## src/hdl/psmn_pkg.sv

```systemverilog
`default_nettype none
// ----------------------------------------------------------------------------
// psmn_pkg
// Shared types and constants of the packed symmetric matrix norm block.
// ----------------------------------------------------------------------------
package psmn_pkg;

    localparam int MAX_ORDER_DEF    = 64;
    localparam int ELEMENT_BITS_DEF = 32;

    localparam int FRAC_BITS = 16;
    localparam int SUM_W     = 38;
    localparam int SQ_W      = 60;
    localparam int ORDER_W   = 7;
    localparam int KIND_W    = 2;
    localparam int CFG_IDX_W = 2;
    localparam int CFG_DAT_W = 7;

    localparam logic [SUM_W-1:0] SUM_MAX = '1;
    localparam logic [SQ_W-1:0]  SQ_MAX  = '1;

    // norm kinds
    localparam logic [KIND_W-1:0] KIND_MAX_ABS = 2'd0;
    localparam logic [KIND_W-1:0] KIND_ONE     = 2'd1;
    localparam logic [KIND_W-1:0] KIND_FROB    = 2'd2;

    // register indexes
    localparam logic [CFG_IDX_W-1:0] REG_NORM_KIND = 2'd0;
    localparam logic [CFG_IDX_W-1:0] REG_TRIANGLE  = 2'd1;
    localparam logic [CFG_IDX_W-1:0] REG_ORDER     = 2'd2;

    localparam logic TRI_UPPER = 1'b0;
    localparam logic TRI_LOWER = 1'b1;

    typedef enum logic [2:0] {
        ST_ACCUM,
        ST_DRAIN,
        ST_SCAN,
        ST_ROOT,
        ST_DONE
    } psmn_state_t;

    typedef struct packed {
        logic clear;
        logic add_m;
        logic add_col;
    } psmn_cell_ctrl_t;

endpackage
`default_nettype wire

```

## src/hdl/psmn_root.sv

```systemverilog
`default_nettype none
// ----------------------------------------------------------------------------
// psmn_root
// Truncated square root of a Q.16 sum of squares, giving Q22.16, two radicand
// bits per cycle.
// ----------------------------------------------------------------------------
module psmn_root (
    input  wire logic                        clk,
    input  wire logic                        rst_n,
    input  wire logic                        start,
    input  wire logic [psmn_pkg::SQ_W-1:0]   radicand,
    output logic                             done,
    output logic      [psmn_pkg::SUM_W-1:0]  root
);

    localparam int X_W   = psmn_pkg::SQ_W + psmn_pkg::FRAC_BITS;
    localparam int ITER  = X_W / 2;
    localparam int R_W   = psmn_pkg::SUM_W;
    localparam int REM_W = R_W + 2;
    localparam int CNT_W = $clog2(ITER);

    logic [X_W-1:0]   x_reg;
    logic [X_W-1:0]   x_next;
    logic [REM_W-1:0] rem_reg;
    logic [REM_W-1:0] rem_next;
    logic [R_W-1:0]   root_reg;
    logic [R_W-1:0]   root_next;
    logic [CNT_W-1:0] cnt_reg;
    logic [CNT_W-1:0] cnt_next;
    logic             busy_reg;
    logic             busy_next;
    logic             done_reg;
    logic             done_next;
    logic [REM_W+1:0] rem_sh;
    logic [REM_W+1:0] trial;

    always_comb
    begin
        rem_sh    = {rem_reg, x_reg[X_W-1:X_W-2]};
        trial     = (REM_W+2)'({root_reg, 2'b01});
        x_next    = x_reg;
        rem_next  = rem_reg;
        root_next = root_reg;
        cnt_next  = cnt_reg;
        busy_next = busy_reg;
        done_next = 1'b0;
        if (start)
        begin
            x_next    = {radicand, {psmn_pkg::FRAC_BITS{1'b0}}};
            rem_next  = '0;
            root_next = '0;
            cnt_next  = CNT_W'(ITER - 1);
            busy_next = 1'b1;
        end
        else if (busy_reg)
        begin
            x_next = {x_reg[X_W-3:0], 2'b00};
            if (rem_sh >= trial)
            begin
                rem_next  = REM_W'(rem_sh - trial);
                root_next = {root_reg[R_W-2:0], 1'b1};
            end
            else
            begin
                rem_next  = REM_W'(rem_sh);
                root_next = {root_reg[R_W-2:0], 1'b0};
            end
            if (cnt_reg == '0)
            begin
                busy_next = 1'b0;
                done_next = 1'b1;
            end
            else
            begin
                cnt_next = cnt_reg - CNT_W'(1);
            end
        end
    end

    always_ff @(posedge clk or negedge rst_n)
    begin
        if (!rst_n)
        begin
            busy_reg <= 1'b0;
            done_reg <= 1'b0;
        end
        else
        begin
            busy_reg <= busy_next;
            done_reg <= done_next;
        end
    end

    always_ff @(posedge clk)
    begin
        x_reg    <= x_next;
        rem_reg  <= rem_next;
        root_reg <= root_next;
        cnt_reg  <= cnt_next;
    end

    assign done = done_reg;
    assign root = root_reg;

endmodule
`default_nettype wire

```

## config.mk

```make
export PLATFORM = sky130hd
export DESIGN_NAME = psmn_root
export DESIGN_NICKNAME = d
export VERILOG_FILES = /design/src/hdl/psmn_pkg.sv /design/src/hdl/psmn_root.sv
export SDC_FILE = /design/constraint.sdc
export NUM_CORES = 1
export LEC_CHECK = 0
export BUFFER_PORTS_ARGS = -buffer_cell sky130_fd_sc_hd__clkbuf_2
export CAP_MARGIN = 20
export CORE_ASPECT_RATIO = 0.6
export CORE_MARGIN = 4
export CORE_UTILIZATION = 53
export CTS_BUF_LIST = sky130_fd_sc_hd__clkbuf_2 sky130_fd_sc_hd__clkbuf_4 sky130_fd_sc_hd__clkbuf_8
export CTS_CLUSTER_DIAMETER = 40
export DETAILED_ROUTE_END_ITERATION = 16
export GPL_ROUTABILITY_DRIVEN = 0
export HOLD_SLACK_MARGIN = 0.03
export PLACE_DENSITY_LB_ADDON = 0.08
export SLEW_MARGIN = 5
export SYNTH_ARGS = -nofsm -noshare
export SYNTH_HDL_FRONTEND = slang
export SYNTH_SLANG_ARGS = --single-unit
```

## constraint.sdc

```tcl
create_clock -name clk -period 3.2 [get_ports clk]
set_input_delay 0.16 -clock clk [delete_from_list [all_inputs] [get_ports clk]]
set_output_delay 0.16 -clock clk [all_outputs]
set_load 0.02 [all_outputs]
```

==> metrics.md <==
| Metric | Value |
|---|---|
| Overall die height | 106 µm |
| Status | complete, no violations |
| Lkg Pwr | 4.54 nW |
| Actual slew at the worst max-slew pin | 0.761 ns |
| Cell internal pwr | 5.02 mW |
| CP Capture Type | register |
| Chip width | 171 µm |
| Largest net degree at the start of global routing | 64 |
| CTS clk-pin slew, worst paths | 0.10 ns |
| Clock Sinks | 146 |
| Ys Warns | 0 |
| Vias in the first global route | 6730 |
| P per Cell Area | 869 nW/µm² |
| Vias/cell | 5.69 |
| Syn_area_per_cell | 9.67 µm² |
| I/O Buffers | 101 |
| Max-slew headroom | 49.3% |
| Final Cell Area | 10200 µm² |
| RSZ-0062 raised after global routing | no |
| First-pass GRT wire length | 34.0 mm |
| Drt initial violations | 569 |
| Net Sw Power | 3.85 mW |
| Clock tree buffer depth | 2 |
| DRC violations left | 0 |
| Combinational share of power | 56.3% |
| Final wirelength | 20.6 mm |
| Fillers | 1282 |
| Drt wl/cell | 16.5 µm |
| Register area | 3540 µm² |
| Clk network pwr share | 16.0% |
| CTS tree | done |
| Post-route ant nets | 0 |
| Seq/Total Area, Yosys | 41.6% |
| Ys async rst share | 1.37% |
| Share of cells above drive strength 1 | 22.6% |
| Layout Cells excl Fill | 1246 |
| Total GRT Usage | 22.8% |
| Vias | 7089 |
| Final period utilization | 93.8% |
| Row Count | 35 |
| Setup TNS | 0 ns |
| Die Area | 18200 µm² |
| Multi-input gate area | 4550 µm² |
| Peak supply drop | 450 µV |
| Worst Path Arrival | 3.35 ns |
| Clock Latency Late Sink | 0.45 ns |
| Max Slew Vio Count | 0 |
| Power, Total | 8.87 mW |
| Num CTS Buffers | 17 |
| Synth unique cells | 65 |
| Hold Vio Cnt, Final | 0 |
| Clock period minus worst slack | 3.00 ns |
| CP Max Fanout | 11 |
| Clk root buf | clkbuf_8 |
| Max Freq | 333 MHz |
| HPWL Detailed | 14.2 mm |
| Worst Setup Path Type | register to register |
| Max reg flops | 60 |
| Critical Path RT | 3.55 ns |
| Register bit count reported by yosys | 146 |
| Clock skew | 0.0191 ns |
| Switching share of power | 43.4% |
| Sequential share of power | 27.6% |
| Max Cap Viol | 0 |
| Htree depth | 4 |
| Worst Setup Start Kind | register |
| Hold Path Class | input port to register |
| Finish-stage setup viols | 0 |
| Placement Cell Area | 9200 µm² |
| Remaining global-route overflow | 0 |
| Number of iterations in the first detailed-routing pass | 6 |
| Prevailing post-synth register cell | dfxtp_1 |
| Initial antenna violation count | 0 |
| IO Pins | 102 |
| Area growth from synthesis to layout | 20.1% |
| Post-synth EDFFs | 60 |
| Nets | 1134 |
| Syn Inst Count | 878 |
| Core box area | 15500 µm² |
| Syn_nets | 983 |
| Mapped cell area | 8490 µm² |
| Starting Density | 54.8% |
| Dpl cells | 1153 |
-- cells by family (layout without fill, tap and decap cells) --
group	after synthesis	after routing	share of synthesized area, %
AND/OR/NAND/NOR	251	251	13.8
AO/OA/AOI/OAI	187	187	14.9
flip-flops	146	146	41.6
multiplexers	118	118	14.8
buffers and inverters	98	262	5.01
adder cells (fa/ha/maj)	42	42	6.19
XOR/XNOR	36	36	3.71
other	0	1	0
-- cell usage in the layout, fill, tap and decap left out, types with 12 or more instances in the layout --
cell,instances
a211oi_1,24
nand4_1,12
nand3_1,16
xor2_1,15
a21oi_1,44
o21ai_0,30
xnor2_1,21
ha_1,41
edfxtp_1,60
clkbuf_8,17
clkbuf_2,100
a311oi_1,13
a21o_1,15
mux2_2,59
dfxtp_1,84
nor2_1,108
dlygate4sd3_1,60
nor3_1,12
inv_1,51
mux2i_1,59
buf_4,16
nand2_1,60
-- synthesized netlist by cell type, drive strengths merged (14+ instances only) --
master | instances | area, µm²
a211oi | 26 | 195
a21o | 16 | 121
a21oi | 45 | 229
a311oi | 14 | 129
buf | 18 | 125
clkbuf | 29 | 109
dfxtp | 84 | 1680
edfxtp | 60 | 1800
ha | 42 | 526
inv | 51 | 191
mux2 | 59 | 664
mux2i | 59 | 591
nand2 | 61 | 245
nand3 | 18 | 100
nor2 | 110 | 423
o21ai | 35 | 179
xnor2 | 21 | 184
xor2 | 15 | 131
-- worst max-delay path: stages, from the launching register on --
cell	delay, ns
dfxtp_1	0.38
inv_1	0.06
ha_1	0.37
a211oi_1	0.10
nor2_1	0.28
and4bb_4	0.30
o21ai_2	0.18
nand3_2	0.15
a21boi_2	0.23
nor2_4	0.06
buf_4	0.17
or3_1	0.38
a311oi_1	0.24
-- final timing paths --
kind	start	end	depth (start not counted)	slack, ns
setup / recovery	root[5]	rem_reg[38]	12	0.20
hold / removal	radicand[48]	x_reg[64]	2	0.05
setup reg to reg	root[5]	rem_reg[38]	12	0.20
hold reg to reg	rem_reg[0]	rem_reg[0]	2	0.51
max in group asynchronous	rst_n	busy_reg	3	2.50
min in group asynchronous	rst_n	busy_reg	3	0.56
-- layer usage --
layer / part of all wire, % / track usage (%) / vias to the layer above
li1: - / - / 3467
met1: 50 / 34.5 / 3382
met2: 43 / 33.4 / 218
met3: 6.1 / 4.38 / 22
met4: 1.3 / 5.65 / 0
met5: 0 / 0 / -
-- power by group through the flow --
stage / logic (mW) / clock network (mW) / registers [mW]
global route: 5.49 / 1.53 / 2.49
detailed placement: 4.77 / 0 / 2.48
CTS: 4.87 / 1.45 / 2.44
finish: 5.00 / 1.42 / 2.45
floorplan: 3.81 / 0 / 2.43
global placement: 4.68 / 0 / 2.47
-- final cells by class --
type	count	area share [%]
diodes	1	0.0245
clock buffers	18	2.37
clock inverters	14	1.41
inverters	51	1.88
multi-input cells	634	44.6
flip-flops and latches	146	34.7
well taps	203	2.49
repair buffers	179	12.6
-- metrics by stage --
step | setup slack, ns | hold WS [ns] | utilization, %
CTS | 0.0357 | 0.0312 | 65.7
detailed placement | 0.0935 | -0.0479 | 59.3
global route | 0.00816 | 0.0424 | 65.8
global placement | 0.228 | -0.0470 | 59.3
floorplan | 0.342 | -0.136 | -
finish | 0.199 | 0.0529 | 65.8
-- what timing repair did --
| action | CTS | global route |
|---|---|---|
| resized for setup | 0 | 7 |
| endpoints found under the hold margin | 60 | 0 |
| setup endpoints to repair | 0 | 22 |
| buffers inserted | 0 | 0 |
| hold buffers | 60 | 0 |
(Power assumes the default switching activity.)
