<file path="config.mk">
export PLATFORM = sky130hd
export DESIGN_NAME = psmn_cell
export DESIGN_NICKNAME = d
export VERILOG_FILES = /design/src/hdl/psmn_pkg.sv /design/src/hdl/psmn_cell.sv
export SDC_FILE = /design/constraint.sdc
export NUM_CORES = 1
export LEC_CHECK = 0
export ABC_AREA = 1
export BUFFER_PORTS_ARGS = -buffer_cell sky130_fd_sc_hd__buf_2
export CAP_MARGIN = 10
export CORE_AREA = 2 2 148 107
export CTS_CLUSTER_SIZE = 20
export DETAILED_ROUTE_END_ITERATION = 8
export DIE_AREA = 0 0 150 109
export HOLD_SLACK_MARGIN = 0.03
export PLACE_DENSITY = 0.82
export SYNTH_ARGS = -nofsm -noshare
export SYNTH_HDL_FRONTEND = slang
export SYNTH_SLANG_ARGS = --single-unit
</file>
<file path="constraint.sdc">
create_clock -name clk -period 5 [get_ports clk]
set_input_delay 0.5 -clock clk [delete_from_list [all_inputs] [get_ports clk]]
set_output_delay 0.5 -clock clk [all_outputs]
set_load 0.05 [all_outputs]
</file>
<file path="src/hdl/psmn_pkg.sv">
`default_nettype none
// ----------------------------------------------------------------------------
// psmn_pkg
// Shared types and constants of the packed symmetric matrix norm block.
// ----------------------------------------------------------------------------
package psmn_pkg;

    localparam int MAX_ORDER_DEF    = 64;
    localparam int ELEMENT_BITS_DEF = 32;

    localparam int FRAC_BITS = 16;
    localparam int SUM_W     = 38;
    localparam int SQ_W      = 60;
    localparam int ORDER_W   = 7;
    localparam int KIND_W    = 2;
    localparam int CFG_IDX_W = 2;
    localparam int CFG_DAT_W = 7;

    localparam logic [SUM_W-1:0] SUM_MAX = '1;
    localparam logic [SQ_W-1:0]  SQ_MAX  = '1;

    // norm kinds
    localparam logic [KIND_W-1:0] KIND_MAX_ABS = 2'd0;
    localparam logic [KIND_W-1:0] KIND_ONE     = 2'd1;
    localparam logic [KIND_W-1:0] KIND_FROB    = 2'd2;

    // register indexes
    localparam logic [CFG_IDX_W-1:0] REG_NORM_KIND = 2'd0;
    localparam logic [CFG_IDX_W-1:0] REG_TRIANGLE  = 2'd1;
    localparam logic [CFG_IDX_W-1:0] REG_ORDER     = 2'd2;

    localparam logic TRI_UPPER = 1'b0;
    localparam logic TRI_LOWER = 1'b1;

    typedef enum logic [2:0] {
        ST_ACCUM,
        ST_DRAIN,
        ST_SCAN,
        ST_ROOT,
        ST_DONE
    } psmn_state_t;

    typedef struct packed {
        logic clear;
        logic add_m;
        logic add_col;
    } psmn_cell_ctrl_t;

endpackage
`default_nettype wire

</file>
<file path="src/hdl/psmn_cell.sv">
`default_nettype none
// ----------------------------------------------------------------------------
// psmn_cell
// One row of the matrix: holds the row's absolute sum and passes the running
// maximum of all rows so far on to its neighbor.
// ----------------------------------------------------------------------------
module psmn_cell (
    input  wire logic                        clk,
    input  wire psmn_pkg::psmn_cell_ctrl_t   ctrl,
    input  wire logic [psmn_pkg::SUM_W-1:0]  m_add,
    input  wire logic [psmn_pkg::SUM_W-1:0]  col_add,
    input  wire logic [psmn_pkg::SUM_W-1:0]  scan_in,
    output logic      [psmn_pkg::SUM_W-1:0]  scan_out
);

    logic [psmn_pkg::SUM_W-1:0] sum_reg;
    logic [psmn_pkg::SUM_W-1:0] sum_next;
    logic [psmn_pkg::SUM_W-1:0] scan_reg;
    logic [psmn_pkg::SUM_W-1:0] scan_next;
    logic [psmn_pkg::SUM_W-1:0] base;
    logic [psmn_pkg::SUM_W-1:0] add_a;
    logic [psmn_pkg::SUM_W-1:0] add_b;
    logic [psmn_pkg::SUM_W+1:0] total;

    // all addends are nonnegative, so one clamp matches clamping each step
    always_comb
    begin
        base  = ctrl.clear ? '0 : sum_reg;
        add_a = ctrl.add_m ? m_add : '0;
        add_b = ctrl.add_col ? col_add : '0;
        total = {2'b00, base} + {2'b00, add_a} + {2'b00, add_b};
        if (total[psmn_pkg::SUM_W+1:psmn_pkg::SUM_W] != 2'b00)
        begin
            sum_next = psmn_pkg::SUM_MAX;
        end
        else
        begin
            sum_next = total[psmn_pkg::SUM_W-1:0];
        end
        scan_next = (sum_reg > scan_in) ? sum_reg : scan_in;
    end

    always_ff @(posedge clk)
    begin
        sum_reg  <= sum_next;
        scan_reg <= scan_next;
    end

    assign scan_out = scan_reg;

endmodule
`default_nettype wire

</file>
==> metrics.md, run 1 <==
| Metric | Value |
|---|---|
| Pleak | `5.22 nW` |
| Tcrit/Tclk final | `74.1%` |
| R2R setup slack | `1.82 ns` |
| Least-Margin Pin Slew | `1.15 ns` |
| Syn Std Cell Area | `0.00761 mm2` |
| Aggregate global-route resource usage | `28.0%` |
| Worst Path Required | `5.23 ns` |
| Drt pass-1 iters | `5` |
| CTS tree | `yes` |
| Placer Congestion | `0.946` |
| Final min period | `3.70 ns` |
| Endpoints failing setup | `0` |
| Crit end category | `flip-flop` |
| Most frequent cells in the layout | `430 x nand2_1, 205 x inv_1, 155 x buf_2, 78 x nand3_1, 76 x dfxtp_1` |
| DR vias | `7733` |
| CTS root buffer | `clkbuf_16` |
| Core ar. | `0.0150 mm2` |
| Worst r2r dst | `sum_reg[10]` |
| Peak Freq | `270 MHz` |
| Chip height | `109 um` |
| Most frequent CP cell | `nand2_1` |
| Final ANT Viol Nets | `0` |
| Critical path arrival | `3.93 ns` |
| Most common library cell in the layout ignoring fill and taps | `nand2_1` |
| Grt ovf | `0` |
| Outcome | `completed` |
| WHS Endpoint | `scan_out[12]` |
| Final Instance Area | `0.00880 mm2` |
| Worst VDD drop | `0.000209 V` |
| Hold Crit Class | `in -> reg` |
| CTS clk-pin slew, worst paths | `0.07 ns` |
| NumNets Final | `1562` |
| Initial antenna violation count | `0` |
| Share of layout cells above drive strength 1 | `17.0%` |
| H-tree Lvls | `3` |
| Synthesized area per cell | `6.42 um2` |
| Starting Density | `50.7%` |
| CP max-delay cell | `fa_1` |
| Worst Setup SP | `ctrl[2]` |
| First-pass GRT wire length | `35300 um` |
| Pwr/cell area | `590 mW/mm2` |
| Die Wd | `150 um` |
| Critical path startpoint category | `primary input` |
| Inserted Clock Buffers | `9` |
| Synth warn | `0` |
| RSZ-0062 raised after global routing | `no` |
| Vias in the first global route | `6950` |
| Post-CTS Resized | `0` |
| DRC errors left | `0` |
| Antenna diode count | `0` |
| Peak fanout along the critical path | `30` |
| R2R Path Start | `sum_reg[31]` |
| Port-buffer cells | `155` |
| Max-slew headroom | `23.4%` |
| Max Transition Viols Final | `0` |
| Post-synth EDFFs | `0` |
| Setup Fix Bufs, Post-CTS | `0` |
| Post-synthesis async set-or-reset flop share | `0%` |
| Critical path, cell by cell | `buf_2 -> clkinv_1 -> buf_4 -> nand2_1 -> fa_1 -> inv_1 -> ha_1 -> fa_1 -> nand3_1 -> nand3_1 -> nand2_1 -> nand2_1 -> nand4_1 -> nand3b_1 -> nand2_1 -> nand2_1 -> nor2_4 -> buf_12 -> nand2_2` |
| Clock sink total | `76` |
| Final hold viol count | `0` |
| Setup TNS | `0 ns` |
| Top_reg_cell synth | `dfxtp_1` |
| Num rows | `38` |
| I/O pins | `156` |
| Worst hold start | `scan_in[12]` |
| Deepest clock path buffer count | `2` |
| Register area share after synthesis | `20.0%` |
| Syn-to-layout area delta | `15.6%` |
| Clock latency on the worst-skew pair | `0.34 ns` |
| Number of synthesized register bits | `76` |
| Post-synthesis cell type count | `38` |
| Clock Skews | `0.00847 ns` |
| First DRT Iteration DRCs | `577` |
| Min-Delay Path Depth | `3` |
| DRT Wirelength | `22500 um` |
| Worst reg2reg path depth | `15` |
| Syn Nets | `1417` |
| Dpl hpwl | `18900 um` |
| Post-Syn Instances | `1185` |
| Die footprint | `0.0164 mm2` |
| Post-DR wirelength/cell | `14.7 um` |
| Layout fillers | `1486` |
| Via density | `5.04` |
| Largest net degree at the start of global routing | `40` |
| CP Class | `in -> reg` |
| Max_cap viols | `0` |
| Slowest stage delay, CP | `0.54 ns` |
| DP Area | `0.00852 mm2` |
| Hold buffers post-CTS | `0` |
==> metrics by stage <==
stage | hold WS (ns) | total power, mW | std cells | setup WS, ns | utilization (%)
3_5_place_dp | 0.468 | 4.53 | 1519 | 0.994 | 56.7
2_1_floorplan | 0.447 | 3.73 | 1185 | 1.70 | -
5_1_grt | 0.367 | 5.66 | 1535 | 1.01 | 58.6
4_1_cts | 0.360 | 5.16 | 1535 | 1.31 | 58.6
3_3_place_gp | 0.467 | 4.47 | 1519 | 1.10 | 56.7
6_report | 0.365 | 5.19 | 1535 | 1.30 | 58.6
==> logic make-up after synthesis <==
family	after synthesis	share of synthesized area, %
flip-flops	76	20.0
AND/OR/NAND/NOR	644	35.6
XOR/XNOR	21	2.42
AO/OA/AOI/OAI	91	6.74
adder cells (fa/ha/maj)	114	22.6
buffers and inverters	239	12.7
==> cell usage after synthesis, types with 3 or more instances <==
library cell | number | area [um2]
nor3_1 | 4 | 20.0
inv_1 | 205 | 769
buf_4 | 3 | 22.5
dfxtp_1 | 76 | 1520
nand4_1 | 13 | 81.3
nor2_1 | 69 | 259
a21oi_2 | 3 | 26.3
nor2_4 | 4 | 45.0
o21ai_0 | 15 | 75.1
buf_2 | 3 | 15.0
clkbuf_1 | 15 | 56.3
o21bai_1 | 7 | 52.6
nor2_2 | 7 | 43.8
inv_2 | 6 | 22.5
a21oi_1 | 52 | 260
fa_1 | 39 | 781
ha_1 | 75 | 938
buf_6 | 3 | 33.8
nand3_1 | 78 | 390
o21a_1 | 6 | 45.0
nand2_2 | 28 | 175
nand2_1 | 430 | 1610
xnor2_1 | 20 | 175
==> cell type report <==
class                   count  area, um2  area share (%)
flip-flops and latches     76       1520            17.3
clock inverters             6       47.5           0.540
inverters                 212        796            9.04
well taps                 200        250            2.84
repair buffers            161        833            9.47
multi-input cells         870       5120            58.2
clock buffers              10        229            2.60
==> worst max-delay path, delay by kind of cell <==
kind | cells | cell delay (ns)
buffers and inverters | 5 | 0.97
adder cells (fa/ha/maj) | 3 | 1.22
AND/OR/NAND/NOR | 11 | 1.24
==> how the worst max path moves through the flow <==
| stage | endpoint | slack, ns | cells past startpoint |
|---|---|---|---|
| floorplan | sum_reg[5] | 1.70 | 20 |
| global placement | sum_reg[35] | 1.10 | 19 |
| detailed placement | sum_reg[36] | 0.99 | 19 |
| CTS | sum_reg[24] | 1.31 | 19 |
| global route | sum_reg[24] | 1.01 | 19 |
| finish | sum_reg[10] | 1.30 | 19 |
==> where the power goes <==
part	total (mW)	switching, mW	leakage (nW)	internal [mW]
combinational	3.38	2.30	4.46	1.08
clock	0.626	0.286	0.122	0.340
sequential	1.19	0.245	0.641	0.947
==> routing by layer <==
layer	wire, um	GRT usage (%)	up-vias
met2	9350	42.7	319
met1	10600	41.4	3460
met5	0	0	-
met4	215	4.85	0
li1	-	-	3926
met3	2330	5.73	28
Note: power is estimated with default switching activity, not from simulation.
==> run 2: changes to the inputs <==
==> constraint.sdc (replaced) <==
create_clock -name clk -period 3.8 [get_ports clk]
set_input_delay 0.38 -clock clk [delete_from_list [all_inputs] [get_ports clk]]
set_output_delay 0.38 -clock clk [all_outputs]
set_load 0.05 [all_outputs]
==> metrics.md, run 2 (synthesis results as in run 1) <==
| Metric | Value |
|---|---|
| Worst Path Required | `4.02 ns (was 5.23 ns)` |
| First-pass GRT wire length | `36300 um (was 35300 um)` |
| Port-buffer cells | `155 (unchanged)` |
| CP max-delay cell | `fa_1 (unchanged)` |
| I/O pins | `156 (unchanged)` |
| Inserted Clock Buffers | `9 (unchanged)` |
| Clock power share | `12.3% (was 12.0%)` |
| Setup TNS | `0 ns (unchanged)` |
| Num rows | `38 (unchanged)` |
| Placer Congestion | `0.966 (was 0.946)` |
| DRT Wirelength | `23200 um (was 22500 um)` |
| Aggregate global-route resource usage | `28.7% (was 28.0%)` |
| Final ANT Viol Nets | `0 (unchanged)` |
| Dpl hpwl | `19400 um (was 18900 um)` |
| CTS clk-pin slew, worst paths | `0.06 ns (was 0.07 ns)` |
| DR vias | `7860 (was 7733)` |
| Most common library cell in the layout ignoring fill and taps | `nand2_1 (unchanged)` |
| Peak Freq | `296 MHz` |
| Share of layout cells above drive strength 1 | `17.2% (was 17.0%)` |
| WHS Endpoint | `scan_out[35] (was scan_out[12])` |
| Via density | `5.11 (was 5.04)` |
| Least-Margin Pin Slew | `0.534 ns (was 1.15 ns)` |
| Peak fanout along the critical path | `38 (was 30)` |
| First DRT Iteration DRCs | `576 (was 577)` |
| NumNets Final | `1566 (was 1562)` |
| H-tree Lvls | `3 (unchanged)` |
| Placed cells | `1523 (was 1519)` |
| DP Area | `0.00857 mm2 (was 0.00852 mm2)` |
| Pleak | `5.26 nW (was 5.22 nW)` |
| Deepest clock path buffer count | `2 (unchanged)` |
| Chip height | `109 um (unchanged)` |
| R2R Path Start | `sum_reg[35] (was sum_reg[31])` |
| Crit end category | `flip-flop (unchanged)` |
| Pwr/cell area | `786 mW/mm2 (was 590 mW/mm2)` |
| Final worst slack | `0.417 ns (was 1.30 ns)` |
| Largest net degree at the start of global routing | `40 (unchanged)` |
| Vias in the first global route | `7277 (was 6950)` |
| R2R setup slack | `0.52 ns (was 1.82 ns)` |
| Grt ovf | `0 (unchanged)` |
| Most frequent cells in the layout | `430 x nand2_1, 205 x inv_1, 155 x buf_2, 78 x nand3_1, 76 x dfxtp_1 (unchanged)` |
| Flop pwr share | `22.3% (was 22.9%)` |
| Internal | `3.19 mW (was 2.36 mW)` |
| Min-Delay Path Depth | `3 (unchanged)` |
| Max-slew headroom | `64.4% (was 23.4%)` |
| Core ar. | `0.0150 mm2 (unchanged)` |
| Hold_ws | `0.242 ns (was 0.365 ns)` |
| Worst r2r dst | `sum_reg[36] (was sum_reg[10])` |
| Net Switching | `3.78 mW (was 2.83 mW)` |
| Clock latency on the worst-skew pair | `0.34 ns (about the same)` |
| CP delay by family, top | `buffers and inverters (was simple AND/OR/NAND/NOR gates)` |
| Outcome | `completed (unchanged)` |
| Final min period | `3.38 ns` |
| CP Class | `in -> reg (unchanged)` |
| Worst hold start | `scan_in[35] (was scan_in[12])` |
| Die Wd | `150 um (unchanged)` |
| CP bufs+invs | `5 (unchanged)` |
| Final Util | `59.0% (was 58.6%)` |
| Reg area | `0.00152 mm2 (unchanged)` |
| Endpoints failing setup | `0 (unchanged)` |
| Critical path, cell by cell | `buf_2 -> buf_4 -> nand2_1 -> fa_1 -> inv_1 -> ha_1 -> a21oi_1 -> o21ai_1 -> inv_1 -> nand2_1 -> nand3b_1 -> nand2_1 -> nand2_1 -> nor2_4 -> buf_12 -> nand2_1 (was buf_2 -> clkinv_1 -> buf_4 -> nand2_1 -> fa_1 -> inv_1 -> ha_1 -> fa_1 -> nand3_1 -> nand3_1 -> nand2_1 -> nand2_1 -> nand4_1 -> nand3b_1 -> nand2_1 -> nand2_1 -> nor2_4 -> buf_12 -> nand2_2)` |
| Area occupied by multi-input gates | `0.00512 mm2 (unchanged)` |
| Non-filler cells in the finished layout | `1538 (was 1535)` |
| Final Instance Area | `0.00886 mm2 (was 0.00880 mm2)` |
| Layout fillers | `1449 (was 1486)` |
| Final hold viol count | `0 (unchanged)` |
| CTS root buffer | `clkbuf_16 (unchanged)` |
| Clock sink total | `76 (unchanged)` |
| Tcrit/Tclk final | `89.0%` |
| Clock Skews | `0.00899 ns (was 0.00847 ns)` |
| Syn-to-layout area delta | `16.4% (was 15.6%)` |
| CTS tree | `yes (unchanged)` |
| Slowest stage delay, CP | `0.53 ns (was 0.54 ns)` |
| Antenna diode count | `0 (unchanged)` |
| Starting Density | `50.7% (unchanged)` |
| Tot Pwr | `6.96 mW (was 5.19 mW)` |
| Drt pass-1 iters | `5 (unchanged)` |
| Worst VDD drop | `0.000344 V (was 0.000209 V)` |
| Post-DR wirelength/cell | `15.1 um (was 14.7 um)` |
| Switching share of total power | `54.2% (was 54.5%)` |
| Critical path startpoint category | `primary input (unchanged)` |
| RSZ-0062 raised after global routing | `no (unchanged)` |
| Initial antenna violation count | `0 (unchanged)` |
| Critical path arrival | `3.60 ns (was 3.93 ns)` |
| Combinational power share | `65.4% (was 65.0%)` |
| Max_cap viols | `0 (unchanged)` |
| Hold Crit Class | `in -> reg (unchanged)` |
| Worst slack at placement | `0.101 ns (was 0.994 ns)` |
| Max Transition Viols Final | `0 (unchanged)` |
| Setup Fix Bufs, Post-CTS | `0 (unchanged)` |
| DRC errors left | `0 (unchanged)` |
| Worst reg2reg path depth | `15 (unchanged)` |
| Hold buffers post-CTS | `0 (unchanged)` |
| Die footprint | `0.0164 mm2 (unchanged)` |
| Most frequent CP cell | `nand2_1 (unchanged)` |
| Post-CTS Resized | `0 (unchanged)` |
[run 2: worst min-delay path: stages]
cell,delay (ns)
buf_2,0.09
nand2_1,0.04
nand2_1,0.04
[run 2: worst max path at each step]
stage	from	endpoint	slack (ns)	depth (start not counted)
global route	ctrl[0]	sum_reg[29]	0.18	16
global placement	ctrl[0]	sum_reg[33]	0.19	16
detailed placement	ctrl[0]	sum_reg[28]	0.10	16
CTS	ctrl[0]	sum_reg[28]	0.43	16
finish	ctrl[0]	sum_reg[36]	0.42	16
floorplan	ctrl[1]	sum_reg[5]	0.62	20
[run 2: area by class of cell]
| cell class | count | area share, % |
|---|---|---|
| inverters | 212 | 8.98 |
| clock inverters | 4 | 0.565 |
| multi-input cells | 870 | 57.8 |
| well taps | 200 | 2.82 |
| flip-flops and latches | 76 | 17.2 |
| clock buffers | 11 | 2.74 |
| repair buffers | 165 | 9.89 |
[run 2: power groups by stage]
stage	combinational [mW]	sequential (mW)	clock (mW)
floorplan	2.71	2.20	0
global placement	4.40	1.54	0
detailed placement	4.46	1.55	0
CTS	4.50	1.54	0.854
global route	5.06	1.58	0.883
finish	4.56	1.55	0.856
[run 2: per-layer routing]
metal | wire length (um) | global-route usage (%) | vias up
met3 | 2490 | 4.14 | 22
met4 | 255 | 5.86 | 0
li1 | - | - | 3933
met1 | 10800 | 43.2 | 3554
met5 | 0 | 0 | -
met2 | 9660 | 43.8 | 351
==> run 3: changes to the inputs <==
--- a/config.mk
+++ b/config.mk
@@ -14,6 +14,7 @@
 export DIE_AREA = 0 0 150 109
 export HOLD_SLACK_MARGIN = 0.03
 export PLACE_DENSITY = 0.82
+export RECOVER_POWER = 25
 export SYNTH_ARGS = -nofsm -noshare
 export SYNTH_HDL_FRONTEND = slang
 export SYNTH_SLANG_ARGS = --single-unit
==> metrics.md, run 3 (synthesis results as in run 1) <==
| Metric | Value |
|---|---|
| Crit end category | `flip-flop (unchanged)` |
| Die Wd | `150 um (unchanged)` |
| Worst slack at placement | `0.101 ns (unchanged)` |
| Initial antenna violation count | `0 (unchanged)` |
| RSZ-0062 raised after global routing | `no (unchanged)` |
| Largest net degree at the start of global routing | `40 (unchanged)` |
| Via density | `5.12 (was 5.11)` |
| DP Area | `0.00857 mm2 (unchanged)` |
| Hold_ws | `0.250 ns (was 0.242 ns)` |
| CP Class | `in -> reg (unchanged)` |
| Hold buffers post-CTS | `0 (unchanged)` |
| Placed cells | `1523 (unchanged)` |
| Port-buffer cells | `155 (unchanged)` |
| Hold Crit Class | `in -> reg (unchanged)` |
| DRC errors left | `0 (unchanged)` |
| Met3 GRT Util | `4.14% (unchanged)` |
| CP delay by family, top | `buffers and inverters (unchanged)` |
| DR vias | `7874 (was 7860)` |
| Critical path startpoint category | `primary input (unchanged)` |
| Met1 GRT Util | `43.2% (unchanged)` |
| Deepest clock path buffer count | `2 (unchanged)` |
| Syn-to-layout area delta | `15.9% (was 16.4%)` |
| Final hold viol count | `0 (unchanged)` |
| Endpoints failing setup | `0 (unchanged)` |
| CP max-delay cell | `fa_1 (unchanged)` |
| Final Instance Area | `0.00882 mm2 (was 0.00886 mm2)` |
| Vias in the first global route | `7277 (unchanged)` |
| Final ANT Viol Nets | `0 (unchanged)` |
| Max_cap viols | `0 (unchanged)` |
| Worst VDD drop | `0.000344 V (about the same)` |
| I/O pins | `156 (unchanged)` |
| Pleak | `5.18 nW (was 5.26 nW)` |
| Starting Density | `50.7% (unchanged)` |
| Setup TNS | `0 ns (unchanged)` |
| Clock sink total | `76 (unchanged)` |
| Max Transition Viols Final | `0 (unchanged)` |
| Post-CTS Resized | `0 (unchanged)` |
| Tot Pwr | `6.92 mW (was 6.96 mW)` |
| Share of layout cells above drive strength 1 | `15.1% (was 17.2%)` |
| Critical path, cell by cell | `buf_2 -> buf_4 -> nand2_1 -> fa_1 -> inv_1 -> ha_1 -> a21oi_1 -> o21ai_1 -> inv_1 -> nand2_1 -> nand3b_1 -> nand2_1 -> nand2_1 -> nor2_4 -> buf_12 -> nand2_1 (unchanged)` |
| Most frequent CP cell | `nand2_1 (unchanged)` |
| H-tree Lvls | `3 (unchanged)` |
| Drt pass-1 iters | `5 (unchanged)` |
| Least-Margin Pin Slew | `0.611 ns (was 0.534 ns)` |
| CTS tree | `yes (unchanged)` |
| Inserted Clock Buffers | `9 (unchanged)` |
| First-pass GRT wire length | `36300 um (unchanged)` |
| Most common library cell in the layout ignoring fill and taps | `nand2_1 (unchanged)` |
| Setup Fix Bufs, Post-CTS | `0 (unchanged)` |
| Reg area | `0.00152 mm2 (unchanged)` |
| Chip height | `109 um (unchanged)` |
| Critical path arrival | `3.59 ns (was 3.60 ns)` |
| Clock latency on the worst-skew pair | `0.34 ns (about the same)` |
| Dpl hpwl | `19400 um (unchanged)` |
| Met2 usage | `43.8% (unchanged)` |
| CTS clk-pin slew, worst paths | `0.06 ns (about the same)` |
| Final min period | `3.38 ns (about the same)` |
| Grt ovf | `0 (unchanged)` |
| Post-DR wirelength/cell | `15.1 um (about the same)` |
| Die footprint | `0.0164 mm2 (unchanged)` |
| Core ar. | `0.0150 mm2 (unchanged)` |
| Global routing's busiest layer | `met2 (unchanged)` |
| DRT Wirelength | `23200 um (about the same)` |
| Clock Skews | `0.00926 ns (was 0.00899 ns)` |
| Peak Freq | `296 MHz (about the same)` |
| Min-Delay Path Depth | `3 (unchanged)` |
| Max-slew headroom | `59.5% (was 64.4%)` |
| Peak fanout along the critical path | `38 (unchanged)` |
| Num rows | `38 (unchanged)` |
| Pwr/cell area | `784 mW/mm2 (was 786 mW/mm2)` |
| Final worst slack | `0.420 ns (was 0.417 ns)` |
| Area occupied by multi-input gates | `0.00512 mm2 (unchanged)` |
| NumNets Final | `1566 (unchanged)` |
| Worst Path Required | `4.01 ns (was 4.02 ns)` |
| CTS root buffer | `clkbuf_16 (unchanged)` |
| Tcrit/Tclk final | `88.9% (was 89.0%)` |
| Outcome | `completed (unchanged)` |
| Layout fillers | `1472 (was 1449)` |
| Antenna diode count | `0 (unchanged)` |
| CP bufs+invs | `5 (unchanged)` |
| Worst reg2reg path depth | `15 (unchanged)` |
| First DRT Iteration DRCs | `578 (was 576)` |
| Aggregate global-route resource usage | `28.7% (unchanged)` |
| Most frequent cells in the layout | `430 x nand2_1, 205 x inv_1, 127 x buf_2, 78 x nand3_1, 76 x dfxtp_1 (was 430 x nand2_1, 205 x inv_1, 155 x buf_2, 78 x nand3_1, 76 x dfxtp_1)` |
| Slowest stage delay, CP | `0.53 ns (about the same)` |
| Final Util | `58.7% (was 59.0%)` |
| Non-filler cells in the finished layout | `1538 (unchanged)` |
| Placer Congestion | `0.966 (unchanged)` |
| Stages on worst setup path | `16 (unchanged)` |
==> run 3: changes by cell type in the layout (fill, tap and decap cells not counted), sizes merged <==
cell	previous run	this run
clkbuf	11	39
buf	165	137
==> run 3: cell type report <==
class / count / area share (%)
clock inverters: 4 / 0.567
inverters: 212 / 9.02
well taps: 200 / 2.84
multi-input cells: 870 / 58.1
clock buffers: 11 / 2.75
repair buffers: 165 / 9.53
flip-flops and latches: 76 / 17.2
==> run 3: final timing paths <==
kind	from	end	slack, ns
hold / removal	scan_in[34]	scan_out[34]	0.25
setup / recovery	ctrl[0]	sum_reg[36]	0.42
setup reg to reg	sum_reg[35]	sum_reg[36]	0.53
hold reg to reg	sum_reg[0]	scan_out[0]	0.50
==> run 3: layer usage <==
layer  wire [um]  part of all wire [%]
met5           0                     0
met2        9670                    42
met1       10700                    46
met3        2560                    11
met4         256                   1.1
==> run 3: worst min-delay path, delay by kind of cell <==
kind          cells  cell delay (ns)
simple gates      2             0.09
buf+inv           1             0.09
==> run 3: power breakdown <==
group,total [mW],switching (mW),internal (mW),leakage [nW]
registers,1.56,0.309,1.25,0.641
logic,4.51,3.14,1.37,4.40
clock network,0.854,0.332,0.522,0.138
total,6.92,3.78,3.14,5.18
